<file path="src/rtl/mts_pkg.sv">
// shared types and codes for the multi-timer scheduler
`default_nettype none
package mts_pkg;

	// deadline and seconds counter width
	localparam int DL_W = 32;

	// command codes
	localparam logic [1:0] CMD_ADD    = 2'd0;
	localparam logic [1:0] CMD_REMOVE = 2'd1;
	localparam logic [1:0] CMD_QUERY  = 2'd2;
	localparam logic [1:0] CMD_TICK   = 2'd3;

	// status codes
	localparam logic [2:0] ST_OK         = 3'd0;
	localparam logic [2:0] ST_BAD_PERIOD = 3'd1;
	localparam logic [2:0] ST_DUPLICATE  = 3'd2;
	localparam logic [2:0] ST_FULL       = 3'd3;
	localparam logic [2:0] ST_NOT_FOUND  = 3'd4;

	// result kinds
	localparam logic KIND_RESPONSE = 1'b0;
	localparam logic KIND_EXPIRY   = 1'b1;

	// sequencer states
	typedef enum logic [2:0] {
		S_IDLE,
		S_FIND,
		S_APPLY,
		S_FIRE_SCAN,
		S_FIRE_APPLY,
		S_PEND_SCAN,
		S_EMIT_LOG,
		S_EMIT_LAST
	} mts_state_t;

endpackage
`default_nettype wire

</file>
<file path="src/rtl/multi_timer_scheduler.sv">
// top level of the multi-timer scheduler: sequencer, slot table and firing log
//
// A command is taken when start is high and busy is low. Add, remove and query
// each take two passes over the slot memory (id search, then earliest-deadline
// search); the one response appears in the first cycle in which busy is low,
// and the next command can be taken in that cycle. A tick takes one pass per
// fired timer plus one empty pass and the earliest-deadline pass. Its expiries,
// one per fired timer, come out on consecutive cycles, and the final response
// follows the last of them after a gap with result_valid low, in the first
// cycle in which busy is low. Each pass walks the single read port of the
// slot memory one entry per cycle. Results appear on the result ports for one
// cycle each, marked by result_valid, and cannot be held off; the last one of
// a command carries last_result. All results of one command report the time
// and earliest deadline as they stand after the whole command.
`default_nettype none
module multi_timer_scheduler
	import mts_pkg::*;
#(
	parameter int SLOTS       = 16,
	parameter int ID_BITS     = 8,
	parameter int PERIOD_BITS = 16
) (
	input  wire logic                   clk,
	input  wire logic                   arst_n,
	input  wire logic                   start,
	output logic                        busy,
	input  wire logic [1:0]             command,
	input  wire logic [ID_BITS-1:0]     timer_id,
	input  wire logic [PERIOD_BITS-1:0] period_seconds,
	input  wire logic                   repeat_flag,
	output logic                        result_valid,
	output logic                        result_kind,
	output logic [2:0]                  status_code,
	output logic [ID_BITS-1:0]          fired_or_queried_id,
	output logic [PERIOD_BITS-1:0]      period_out,
	output logic [DL_W-1:0]             due_time,
	output logic [DL_W-1:0]             now_time,
	output logic [DL_W-1:0]             next_due,
	output logic                        has_pending,
	output logic                        last_result
);

	localparam int IDXW = $clog2(SLOTS);
	localparam int CW   = IDXW + 1;
	localparam int SW   = ID_BITS + DL_W + PERIOD_BITS + 1;
	localparam int LW   = ID_BITS + PERIOD_BITS;

	mts_state_t state_q, state_d;

	// command registers
	logic [1:0]             cmd_q;
	logic [ID_BITS-1:0]     cmd_id_q;
	logic [PERIOD_BITS-1:0] cmd_period_q;
	logic                   cmd_rep_q;

	// slot bookkeeping
	logic [SLOTS-1:0] valid_q;
	logic [SLOTS-1:0] done_q;
	logic [DL_W-1:0]  now_q;

	// scan pipeline
	logic [CW-1:0]   rd_q;
	logic            vld_s1;
	logic [IDXW-1:0] idx_s1;
	logic            scan_state;
	logic            scan_end;

	// best or matching entry
	logic                   hit_q;
	logic [IDXW-1:0]        hit_idx_q;
	logic [ID_BITS-1:0]     hit_id_q;
	logic [DL_W-1:0]        hit_dl_q;
	logic [PERIOD_BITS-1:0] hit_period_q;
	logic                   hit_rep_q;

	// earliest pending deadline
	logic            pend_q;
	logic [DL_W-1:0] nd_q;

	// response fields
	logic [2:0]             rsp_status_q;
	logic [ID_BITS-1:0]     rsp_id_q;
	logic [PERIOD_BITS-1:0] rsp_period_q;
	logic [DL_W-1:0]        rsp_due_q;

	// firing log
	logic [CW-1:0] log_cnt_q;
	logic [CW-1:0] em_q;
	logic          em_vld_s1;

	// output registers
	logic                   out_valid_q;
	logic                   out_kind_q;
	logic [2:0]             out_status_q;
	logic [ID_BITS-1:0]     out_id_q;
	logic [PERIOD_BITS-1:0] out_period_q;
	logic [DL_W-1:0]        out_due_q;
	logic [DL_W-1:0]        out_now_q;
	logic [DL_W-1:0]        out_nd_q;
	logic                   out_pend_q;
	logic                   out_last_q;

	// memory ports
	logic            slot_we;
	logic [IDXW-1:0] slot_waddr;
	logic [SW-1:0]   slot_wdata;
	logic [SW-1:0]   slot_rdata;
	logic            log_we;
	logic [LW-1:0]   log_rdata;

	logic [ID_BITS-1:0]     rd_id;
	logic [DL_W-1:0]        rd_dl;
	logic [PERIOD_BITS-1:0] rd_period;
	logic                   rd_rep;

	logic            free_found;
	logic [IDXW-1:0] free_idx;

	logic [PERIOD_BITS-1:0] sat_in;
	logic [DL_W:0]          sat_sum;
	logic [DL_W-1:0]        sat_dl;

	logic accept;

	assign accept = start && (state_q == S_IDLE);
	assign busy   = (state_q != S_IDLE);

	assign rd_id     = slot_rdata[SW-1 -: ID_BITS];
	assign rd_dl     = slot_rdata[SW-ID_BITS-1 -: DL_W];
	assign rd_period = slot_rdata[PERIOD_BITS:1];
	assign rd_rep    = slot_rdata[0];

	assign scan_state = (state_q == S_FIND) || (state_q == S_FIRE_SCAN) ||
		(state_q == S_PEND_SCAN);
	assign scan_end   = scan_state && (rd_q == CW'(SLOTS)) && !vld_s1;

	// lowest free slot
	always_comb begin
		free_found = 1'b0;
		free_idx   = '0;
		for (int i = SLOTS - 1; i >= 0; i--) begin
			if (!valid_q[i]) begin
				free_found = 1'b1;
				free_idx   = IDXW'(i);
			end
		end
	end

	// saturating deadline: now plus period
	assign sat_in  = (state_q == S_APPLY) ? cmd_period_q : hit_period_q;
	assign sat_sum = {1'b0, now_q} + (DL_W + 1)'(sat_in);
	assign sat_dl  = sat_sum[DL_W] ? {DL_W{1'b1}} : sat_sum[DL_W-1:0];

	// slot memory write port
	always_comb begin
		slot_we    = 1'b0;
		slot_waddr = free_idx;
		slot_wdata = {cmd_id_q, sat_dl, cmd_period_q, cmd_rep_q};
		if (state_q == S_APPLY) begin
			slot_we = (cmd_q == CMD_ADD) && (cmd_period_q != '0) && !hit_q && free_found;
		end else if (state_q == S_FIRE_APPLY) begin
			slot_we    = hit_rep_q;
			slot_waddr = hit_idx_q;
			slot_wdata = {hit_id_q, sat_dl, hit_period_q, hit_rep_q};
		end
	end

	assign log_we = (state_q == S_FIRE_APPLY);

	mts_ram #(
		.WIDTH(SW),
		.DEPTH(SLOTS)
	) u_slot_ram (
		.clk  (clk),
		.we   (slot_we),
		.waddr(slot_waddr),
		.wdata(slot_wdata),
		.raddr(rd_q[IDXW-1:0]),
		.rdata(slot_rdata)
	);

	mts_ram #(
		.WIDTH(LW),
		.DEPTH(SLOTS)
	) u_log_ram (
		.clk  (clk),
		.we   (log_we),
		.waddr(log_cnt_q[IDXW-1:0]),
		.wdata({hit_id_q, hit_period_q}),
		.raddr(em_q[IDXW-1:0]),
		.rdata(log_rdata)
	);

	// state register
	always_ff @(posedge clk or negedge arst_n) begin
		if (!arst_n) begin
			state_q <= S_IDLE;
		end else begin
			state_q <= state_d;
		end
	end

	// next state
	always_comb begin
		state_d = state_q;
		case (state_q)
			S_IDLE: begin
				if (start) begin
					state_d = (command == CMD_TICK) ? S_FIRE_SCAN : S_FIND;
				end
			end
			S_FIND: begin
				if (scan_end) state_d = S_APPLY;
			end
			S_APPLY: state_d = S_PEND_SCAN;
			S_FIRE_SCAN: begin
				if (scan_end) state_d = hit_q ? S_FIRE_APPLY : S_PEND_SCAN;
			end
			S_FIRE_APPLY: state_d = S_FIRE_SCAN;
			S_PEND_SCAN: begin
				if (scan_end) state_d = (log_cnt_q != '0) ? S_EMIT_LOG : S_EMIT_LAST;
			end
			S_EMIT_LOG: begin
				if ((em_q == log_cnt_q) && !em_vld_s1) state_d = S_EMIT_LAST;
			end
			S_EMIT_LAST: state_d = S_IDLE;
			default: state_d = S_IDLE;
		endcase
	end

	// control registers
	always_ff @(posedge clk or negedge arst_n) begin
		if (!arst_n) begin
			valid_q     <= '0;
			done_q      <= '0;
			now_q       <= '0;
			rd_q        <= '0;
			vld_s1      <= 1'b0;
			hit_q       <= 1'b0;
			pend_q      <= 1'b0;
			log_cnt_q   <= '0;
			em_q        <= '0;
			em_vld_s1   <= 1'b0;
			out_valid_q <= 1'b0;
		end else begin
			out_valid_q <= 1'b0;
			em_vld_s1   <= 1'b0;

			// slot walk: one read a cycle, data in the cycle after
			vld_s1 <= scan_state && (rd_q < CW'(SLOTS));
			if (scan_end) begin
				rd_q <= '0;
			end else if (scan_state && (rd_q < CW'(SLOTS))) begin
				rd_q <= rd_q + CW'(1);
			end

			case (state_q)
				S_IDLE: begin
					if (accept) begin
						hit_q     <= 1'b0;
						pend_q    <= 1'b0;
						done_q    <= '0;
						log_cnt_q <= '0;
						em_q      <= '0;
						if (command == CMD_TICK) begin
							now_q <= now_q + DL_W'(1);
						end
					end
				end
				S_FIND: begin
					if (vld_s1 && valid_q[idx_s1] && (rd_id == cmd_id_q)) begin
						hit_q <= 1'b1;
					end
				end
				S_APPLY: begin
					if (slot_we) begin
						valid_q[free_idx] <= 1'b1;
					end else if ((cmd_q == CMD_REMOVE) && hit_q) begin
						valid_q[hit_idx_q] <= 1'b0;
					end
				end
				S_FIRE_SCAN: begin
					if (vld_s1 && valid_q[idx_s1] && !done_q[idx_s1] && (rd_dl <= now_q) &&
						(!hit_q || (rd_dl < hit_dl_q) ||
						((rd_dl == hit_dl_q) && (rd_id < hit_id_q)))) begin
						hit_q <= 1'b1;
					end
				end
				S_FIRE_APPLY: begin
					hit_q             <= 1'b0;
					done_q[hit_idx_q] <= 1'b1;
					log_cnt_q         <= log_cnt_q + CW'(1);
					if (!hit_rep_q) begin
						valid_q[hit_idx_q] <= 1'b0;
					end
				end
				S_PEND_SCAN: begin
					if (vld_s1 && valid_q[idx_s1]) begin
						pend_q <= 1'b1;
					end
				end
				S_EMIT_LOG: begin
					if (em_q != log_cnt_q) begin
						em_q      <= em_q + CW'(1);
						em_vld_s1 <= 1'b1;
					end
					if (em_vld_s1) begin
						out_valid_q <= 1'b1;
					end
				end
				S_EMIT_LAST: begin
					out_valid_q <= 1'b1;
				end
				default: begin
				end
			endcase
		end
	end

	// payload registers
	always_ff @(posedge clk) begin
		idx_s1 <= rd_q[IDXW-1:0];

		if (accept) begin
			cmd_q        <= command;
			cmd_id_q     <= timer_id;
			cmd_period_q <= period_seconds;
			cmd_rep_q    <= repeat_flag;
		end

		// capture match or best due entry
		if (((state_q == S_FIND) && vld_s1 && valid_q[idx_s1] && (rd_id == cmd_id_q)) ||
			((state_q == S_FIRE_SCAN) && vld_s1 && valid_q[idx_s1] && !done_q[idx_s1] &&
			(rd_dl <= now_q) && (!hit_q || (rd_dl < hit_dl_q) ||
			((rd_dl == hit_dl_q) && (rd_id < hit_id_q))))) begin
			hit_idx_q    <= idx_s1;
			hit_id_q     <= rd_id;
			hit_dl_q     <= rd_dl;
			hit_period_q <= rd_period;
			hit_rep_q    <= rd_rep;
		end

		// earliest pending deadline
		if ((state_q == S_PEND_SCAN) && vld_s1 && valid_q[idx_s1] &&
			(!pend_q || (rd_dl < nd_q))) begin
			nd_q <= rd_dl;
		end

		// command response
		if (accept) begin
			rsp_status_q <= ST_OK;
			rsp_id_q     <= (command == CMD_TICK) ? '0 : timer_id;
			rsp_period_q <= '0;
			rsp_due_q    <= '0;
		end else if (state_q == S_APPLY) begin
			case (cmd_q)
				CMD_ADD: begin
					if (cmd_period_q == '0) begin
						rsp_status_q <= ST_BAD_PERIOD;
					end else if (hit_q) begin
						rsp_status_q <= ST_DUPLICATE;
					end else if (!free_found) begin
						rsp_status_q <= ST_FULL;
					end else begin
						rsp_due_q <= sat_dl;
					end
				end
				CMD_REMOVE: begin
					if (!hit_q) rsp_status_q <= ST_NOT_FOUND;
				end
				CMD_QUERY: begin
					if (!hit_q) begin
						rsp_status_q <= ST_NOT_FOUND;
					end else begin
						rsp_period_q <= hit_period_q;
						rsp_due_q    <= hit_dl_q;
					end
				end
				default: begin
				end
			endcase
		end

		// result register
		out_now_q  <= now_q;
		out_nd_q   <= pend_q ? nd_q : '0;
		out_pend_q <= pend_q;
		if (state_q == S_EMIT_LAST) begin
			out_kind_q   <= KIND_RESPONSE;
			out_status_q <= rsp_status_q;
			out_id_q     <= rsp_id_q;
			out_period_q <= rsp_period_q;
			out_due_q    <= rsp_due_q;
			out_last_q   <= 1'b1;
		end else begin
			out_kind_q   <= KIND_EXPIRY;
			out_status_q <= ST_OK;
			out_id_q     <= log_rdata[LW-1 -: ID_BITS];
			out_period_q <= log_rdata[PERIOD_BITS-1:0];
			out_due_q    <= now_q;
			out_last_q   <= 1'b0;
		end
	end

	assign result_valid        = out_valid_q;
	assign result_kind         = out_kind_q;
	assign status_code         = out_status_q;
	assign fired_or_queried_id = out_id_q;
	assign period_out          = out_period_q;
	assign due_time            = out_due_q;
	assign now_time            = out_now_q;
	assign next_due            = out_nd_q;
	assign has_pending         = out_pend_q;
	assign last_result         = out_last_q;

	// an expiry is never the final result of a command
	a_expiry_not_last: assert property (@(posedge clk) disable iff (!arst_n)
		(result_valid && (result_kind == KIND_EXPIRY)) |-> !last_result)
		else $error("expiry marked as last result");

	// an expiry always reports ok
	a_expiry_ok: assert property (@(posedge clk) disable iff (!arst_n)
		(result_valid && (result_kind == KIND_EXPIRY)) |-> (status_code == ST_OK))
		else $error("expiry with bad status");

	// firing log never overruns the table size
	a_log_bound: assert property (@(posedge clk) disable iff (!arst_n)
		log_cnt_q <= CW'(SLOTS))
		else $error("firing log overrun");

	// a firing slot is valid and not yet fired this tick
	a_fire_fresh: assert property (@(posedge clk) disable iff (!arst_n)
		(state_q == S_FIRE_APPLY) |-> (valid_q[hit_idx_q] && !done_q[hit_idx_q]))
		else $error("slot fired twice in one tick");

	// the final response closes the command in the following cycle
	a_last_then_idle: assert property (@(posedge clk) disable iff (!arst_n)
		(state_q == S_EMIT_LAST) |=> (result_valid && last_result && !busy))
		else $error("final response missing");

endmodule
`default_nettype wire

</file>
<file path="src/rtl/mts_ram.sv">
// generic single-port-write ram with registered read
`default_nettype none
module mts_ram #(
	parameter int WIDTH = 8,
	parameter int DEPTH = 16
) (
	input  wire logic                     clk,
	input  wire logic                     we,
	input  wire logic [$clog2(DEPTH)-1:0] waddr,
	input  wire logic [WIDTH-1:0]         wdata,
	input  wire logic [$clog2(DEPTH)-1:0] raddr,
	output logic      [WIDTH-1:0]         rdata
);

	logic [WIDTH-1:0] mem_q [DEPTH];

	// write port and registered read port
	always_ff @(posedge clk) begin
		if (we) begin
			mem_q[waddr] <= wdata;
		end
		rdata <= mem_q[raddr];
	end

endmodule
`default_nettype wire
</file>
<file path="config.mk">
export PLATFORM = sky130hd
export DESIGN_NAME = multi_timer_scheduler
export DESIGN_NICKNAME = d
export VERILOG_FILES = /design/src/rtl/mts_pkg.sv /design/src/rtl/multi_timer_scheduler.sv /design/src/rtl/mts_ram.sv
export SDC_FILE = /design/constraint.sdc
export NUM_CORES = 2
export LEC_CHECK = 0
export BUFFER_PORTS_ARGS = -buffer_cell sky130_fd_sc_hd__buf_2
export CAP_MARGIN = 40
export CORE_MARGIN = 5
export CORE_UTILIZATION = 56
export CTS_BUF_LIST = sky130_fd_sc_hd__clkbuf_16
export DETAILED_ROUTE_END_ITERATION = 6
export PLACE_DENSITY = 0.75
export SLEW_MARGIN = 5
export SYNTH_ARGS = -nofsm -noshare
export SYNTH_HDL_FRONTEND = slang
export SYNTH_HIERARCHICAL = 1
export SYNTH_SLANG_ARGS = --single-unit
</file>
<file path="constraint.sdc">
create_clock -name clk -period 7.35 [get_ports clk]
set_input_delay 0.3675 -clock clk [delete_from_list [all_inputs] [get_ports clk]]
set_output_delay 0.3675 -clock clk [all_outputs]
set_load 0.005 [all_outputs]
</file>
==> results by group <==
Outcome
  – Status: finished with violations
  – Failing checks: DRC

Timing
  – Final Cycle Share: 0.716
  – Final setup TNS: 0 ns
  – Max-slew headroom: 0.294
  – Final hold violations: 0
  – Worst Skew: 0.0299 ns
  – RSZ-0062 raised after global routing: no
  – Max-slew violations: 0
  – Actual slew at the worst max-slew pin: 1.05 ns
  – Max Freq: 190 MHz
  – Setup violators final: 0
  – Final Critical Period: 5.27 ns
  – Fin worst setup slack: 2.08 ns

Finish
  – Finished Layout Cells: 5989
  – Post-route cell area: 77200 µm²
  – Area Growth Syn to Fin: 12.9%
  – Final #Nets: 4378
  – Most frequent cells in the layout: edfxtp_1, nand2_1, mux4_2
  – Layout cells sized above 1: 0.208
  – Commonest non-fill, non-tap cell in the layout: edfxtp_1

Logic synthesis
  – Multiplexer share of the synthesized area: 0.111
  – Distinct cells, synth: 81
  – Post-synth EDFFs: 1424
  – Ys async rst share: 0.0491
  – XOR/XNOR Fraction of Synth Area: 0.00922
  – Largest family of logic cells by synthesized area: multiplexers
  – Sequential share of the synthesized area: 0.734
  – Yosys top cell by area: edfxtp_1
  – Synth warnings: 6
  – Top cell type's share of synthesized area: 0.625
  – Mapped Area: 68400 µm²
  – Post-synthesis compound-gate area fraction: 0.0481
  – Mapped Cells: 3934
  – Simple-gate share of the synthesized area: 0.0549
  – Adder-Cell Fraction of Synth Area: 0.0237
  – Syn Area/Cell: 17.4 µm²
  – Top_reg_cell synth: edfxtp_1
  – Count of state elements after synthesis: 1773
  – Top cells by area, synth: edfxtp_1, mux4_2, dfxtp_1, dfrtp_1, nand2_1
  – Synthesized Nets: 4093

Placement
  – Placement Setup Slack: 2.25 ns
  – Input/output buffers: 157
  – Area post-placement: 71700 µm²
  – Placer Congestion: 0.998
  – Placed Instances: 5646
  – Final HPWL DP: 107000 µm

Clocking
  – # resized after CTS: 0
  – Clock Path Buffers: 3
  – H-tree depth: 4
  – CTS tree: yes
  – TritonCTS buffer count: 165
  – Root Driver: clkbuf_16
  – Reg clk slew, reported paths: 0.07 ns
  – Clk sinks: 1773
  – Worst skew pair latency: 0.79 ns

Critical path
  – Worst Setup End Kind: flip-flop
  – Critical-path cell list: or3b_1 > buf_4 > nand2_1 > nand2_1 > ha_1 > fa_1 > a211oi_1 > o21ai_0 > o2111a_1 > o21bai_1 > nand2_1 > and3_1 > xnor2_1 > nand2_1
  – Top delay family on crit path: simple AND/OR/NAND/NOR gates
  – Arrival time at the worst endpoint: 5.68 ns
  – CP startpoint kind: flip-flop
  – Setup crit start: state_q[1]
  – Crit path buf inv count: 1
  – R2R Path Start: state_q[1]
  – Critical Path RT: 7.76 ns
  – Critical-path top delay cell: dfrtp_1
  – Most common cell on crit path: nand2_1
  – Worst path max stage delay: 0.66 ns
  – Crit path kind: reg2reg
  – Worst-path maximum fanout: 20

Drt
  – Via Count: 38300
  – Post-DR vias/cell: 6.40
  – WL per Instance: 29.5 µm
  – Final Routed Wirelength: 177000 µm
  – First drt pass iteration count: 7
  – DR iter-0 viols: 5498
  – DRC: 8
  – Final ANT Viol Nets: 0

Floorplanning
  – Die height: 359 µm
  – Die width: 359 µm
  – Site row count: 128
  – Core area: 122000 µm²
  – Initial core utilization: 0.562
  – # IOs: 158
  – Die ar.: 129000 µm²

Pwr
  – PwrDens: 367 nW/µm²
  – VDD IR-drop max: 0.345 mV
  – Leak: 27.4 nW

Global routing
  – First-pass GRT wire length: 258000 µm
  – Grt ovf: 0
  – Initial antenna violation count: 7
  – Gr usage total: 0.273
  – Vias in the first global route: 38000
  – Largest net degree at the start of global routing: 153

Min path
  – Min-delay worst type: in2async

Run
  – Number of max-cap violations: 0
[layer usage]
| metal | GRT usage | vias to the layer above | routed length [µm] |
|---|---|---|---|
| li1 | - | 15900 | - |
| met1 | 0.380 | 19500 | 65100 |
| met5 | 0 | - | 12 |
| met2 | 0.427 | 2550 | 83000 |
| met3 | 0.0641 | 355 | 21700 |
| met4 | 0.100 | 2 | 6580 |
[per-stage QoR]
step,hold slack [ns],power [mW],util
3_3_place_gp,0.311,20.0,0.586
3_5_place_dp,0.316,20.3,0.590
6_report,0.0550,28.3,0.635
4_1_cts,0.0202,28.4,0.635
5_1_grt,0.0638,29.5,0.635
2_1_floorplan,0.0719,17.7,-
[final cells by class]
class                           count  area (µm²)
Antenna cell                        3        7.51
Timing Repair Buffer              293        2240
Clock buffer                      169        4230
Clock inverter                    140         891
Fill cell                        8107       44400
Multi-Input combinational cell   1865       17100
Inverter                          121         455
Tap cell                         1625        2030
Sequential cell                  1773       50200
[flip-flops by register name, indices dropped and copies added, names as in the netlist, 24 cells and up]
name and flops:
u_slot_ram/mem_q 912, u_log_ram/mem_q 384, u_slot_ram/rdata 57, due_time 32, hit_dl_q 32, nd_q 32
next_due 32, now_q 32, now_time 32, rsp_due_q 32, u_log_ram/rdata 24
[worst paths after layout]
path	cells after the start	slack [ns]	to
min	2	0.06	pend_q
min reg2reg	0	0.43	now_time[25]
max	14	2.08	u_slot_ram/mem_q[14][35]
max in group asynchronous	4	6.39	now_q[1]
max reg2reg	14	2.08	u_slot_ram/mem_q[14][35]
min in group clk	4	0.22	state_q[1]
[cells in the mapped netlist (8+ instances only)]
master	count
clkbuf_1	103
and2_1	49
buf_1	17
o21ai_0	122
inv_1	119
dfrtp_1	87
buf_4	21
a21oi_1	101
mux4_2	333
nand2b_1	16
nand3_1	58
nor4_1	12
nor2_1	100
o211ai_1	18
buf_6	11
a31oi_1	13
a21o_1	23
buf_2	23
edfxtp_1	1424
a211oi_1	11
xnor2_1	58
nand2_1	451
a22oi_1	162
xor2_1	14
nor2b_1	14
nand4_1	32
nor3_1	26
and3_1	14
dfxtp_1	262
nand3b_1	8
ha_1	128
[power breakdown]
part           leakage (nW)  switching [mW]  internal [mW]
clock                  2.68            3.61           4.46
combinational          8.33            4.05           2.89
sequential             16.4            1.07           12.3
[timing repair]
action / CTS / global route
endpoints found under the hold margin: 61 / 0
setup buffers: 0 / 0
endpoints found under the setup margin: 0 / 0
hold buffers: 28 / 0
[kinds of logic (layout without fill, tap and decap cells)]
family	Yosys count	in the layout
and+or+nand+nor	817	817
muxes	342	342
xor gates and xnor gates	72	72
buffers and inverters	296	723
adders and majority gates	129	129
AOI/OAI and AO/OA	505	505
DFF	1773	1773
other	0	3
Note: power is estimated with default switching activity, not from simulation.
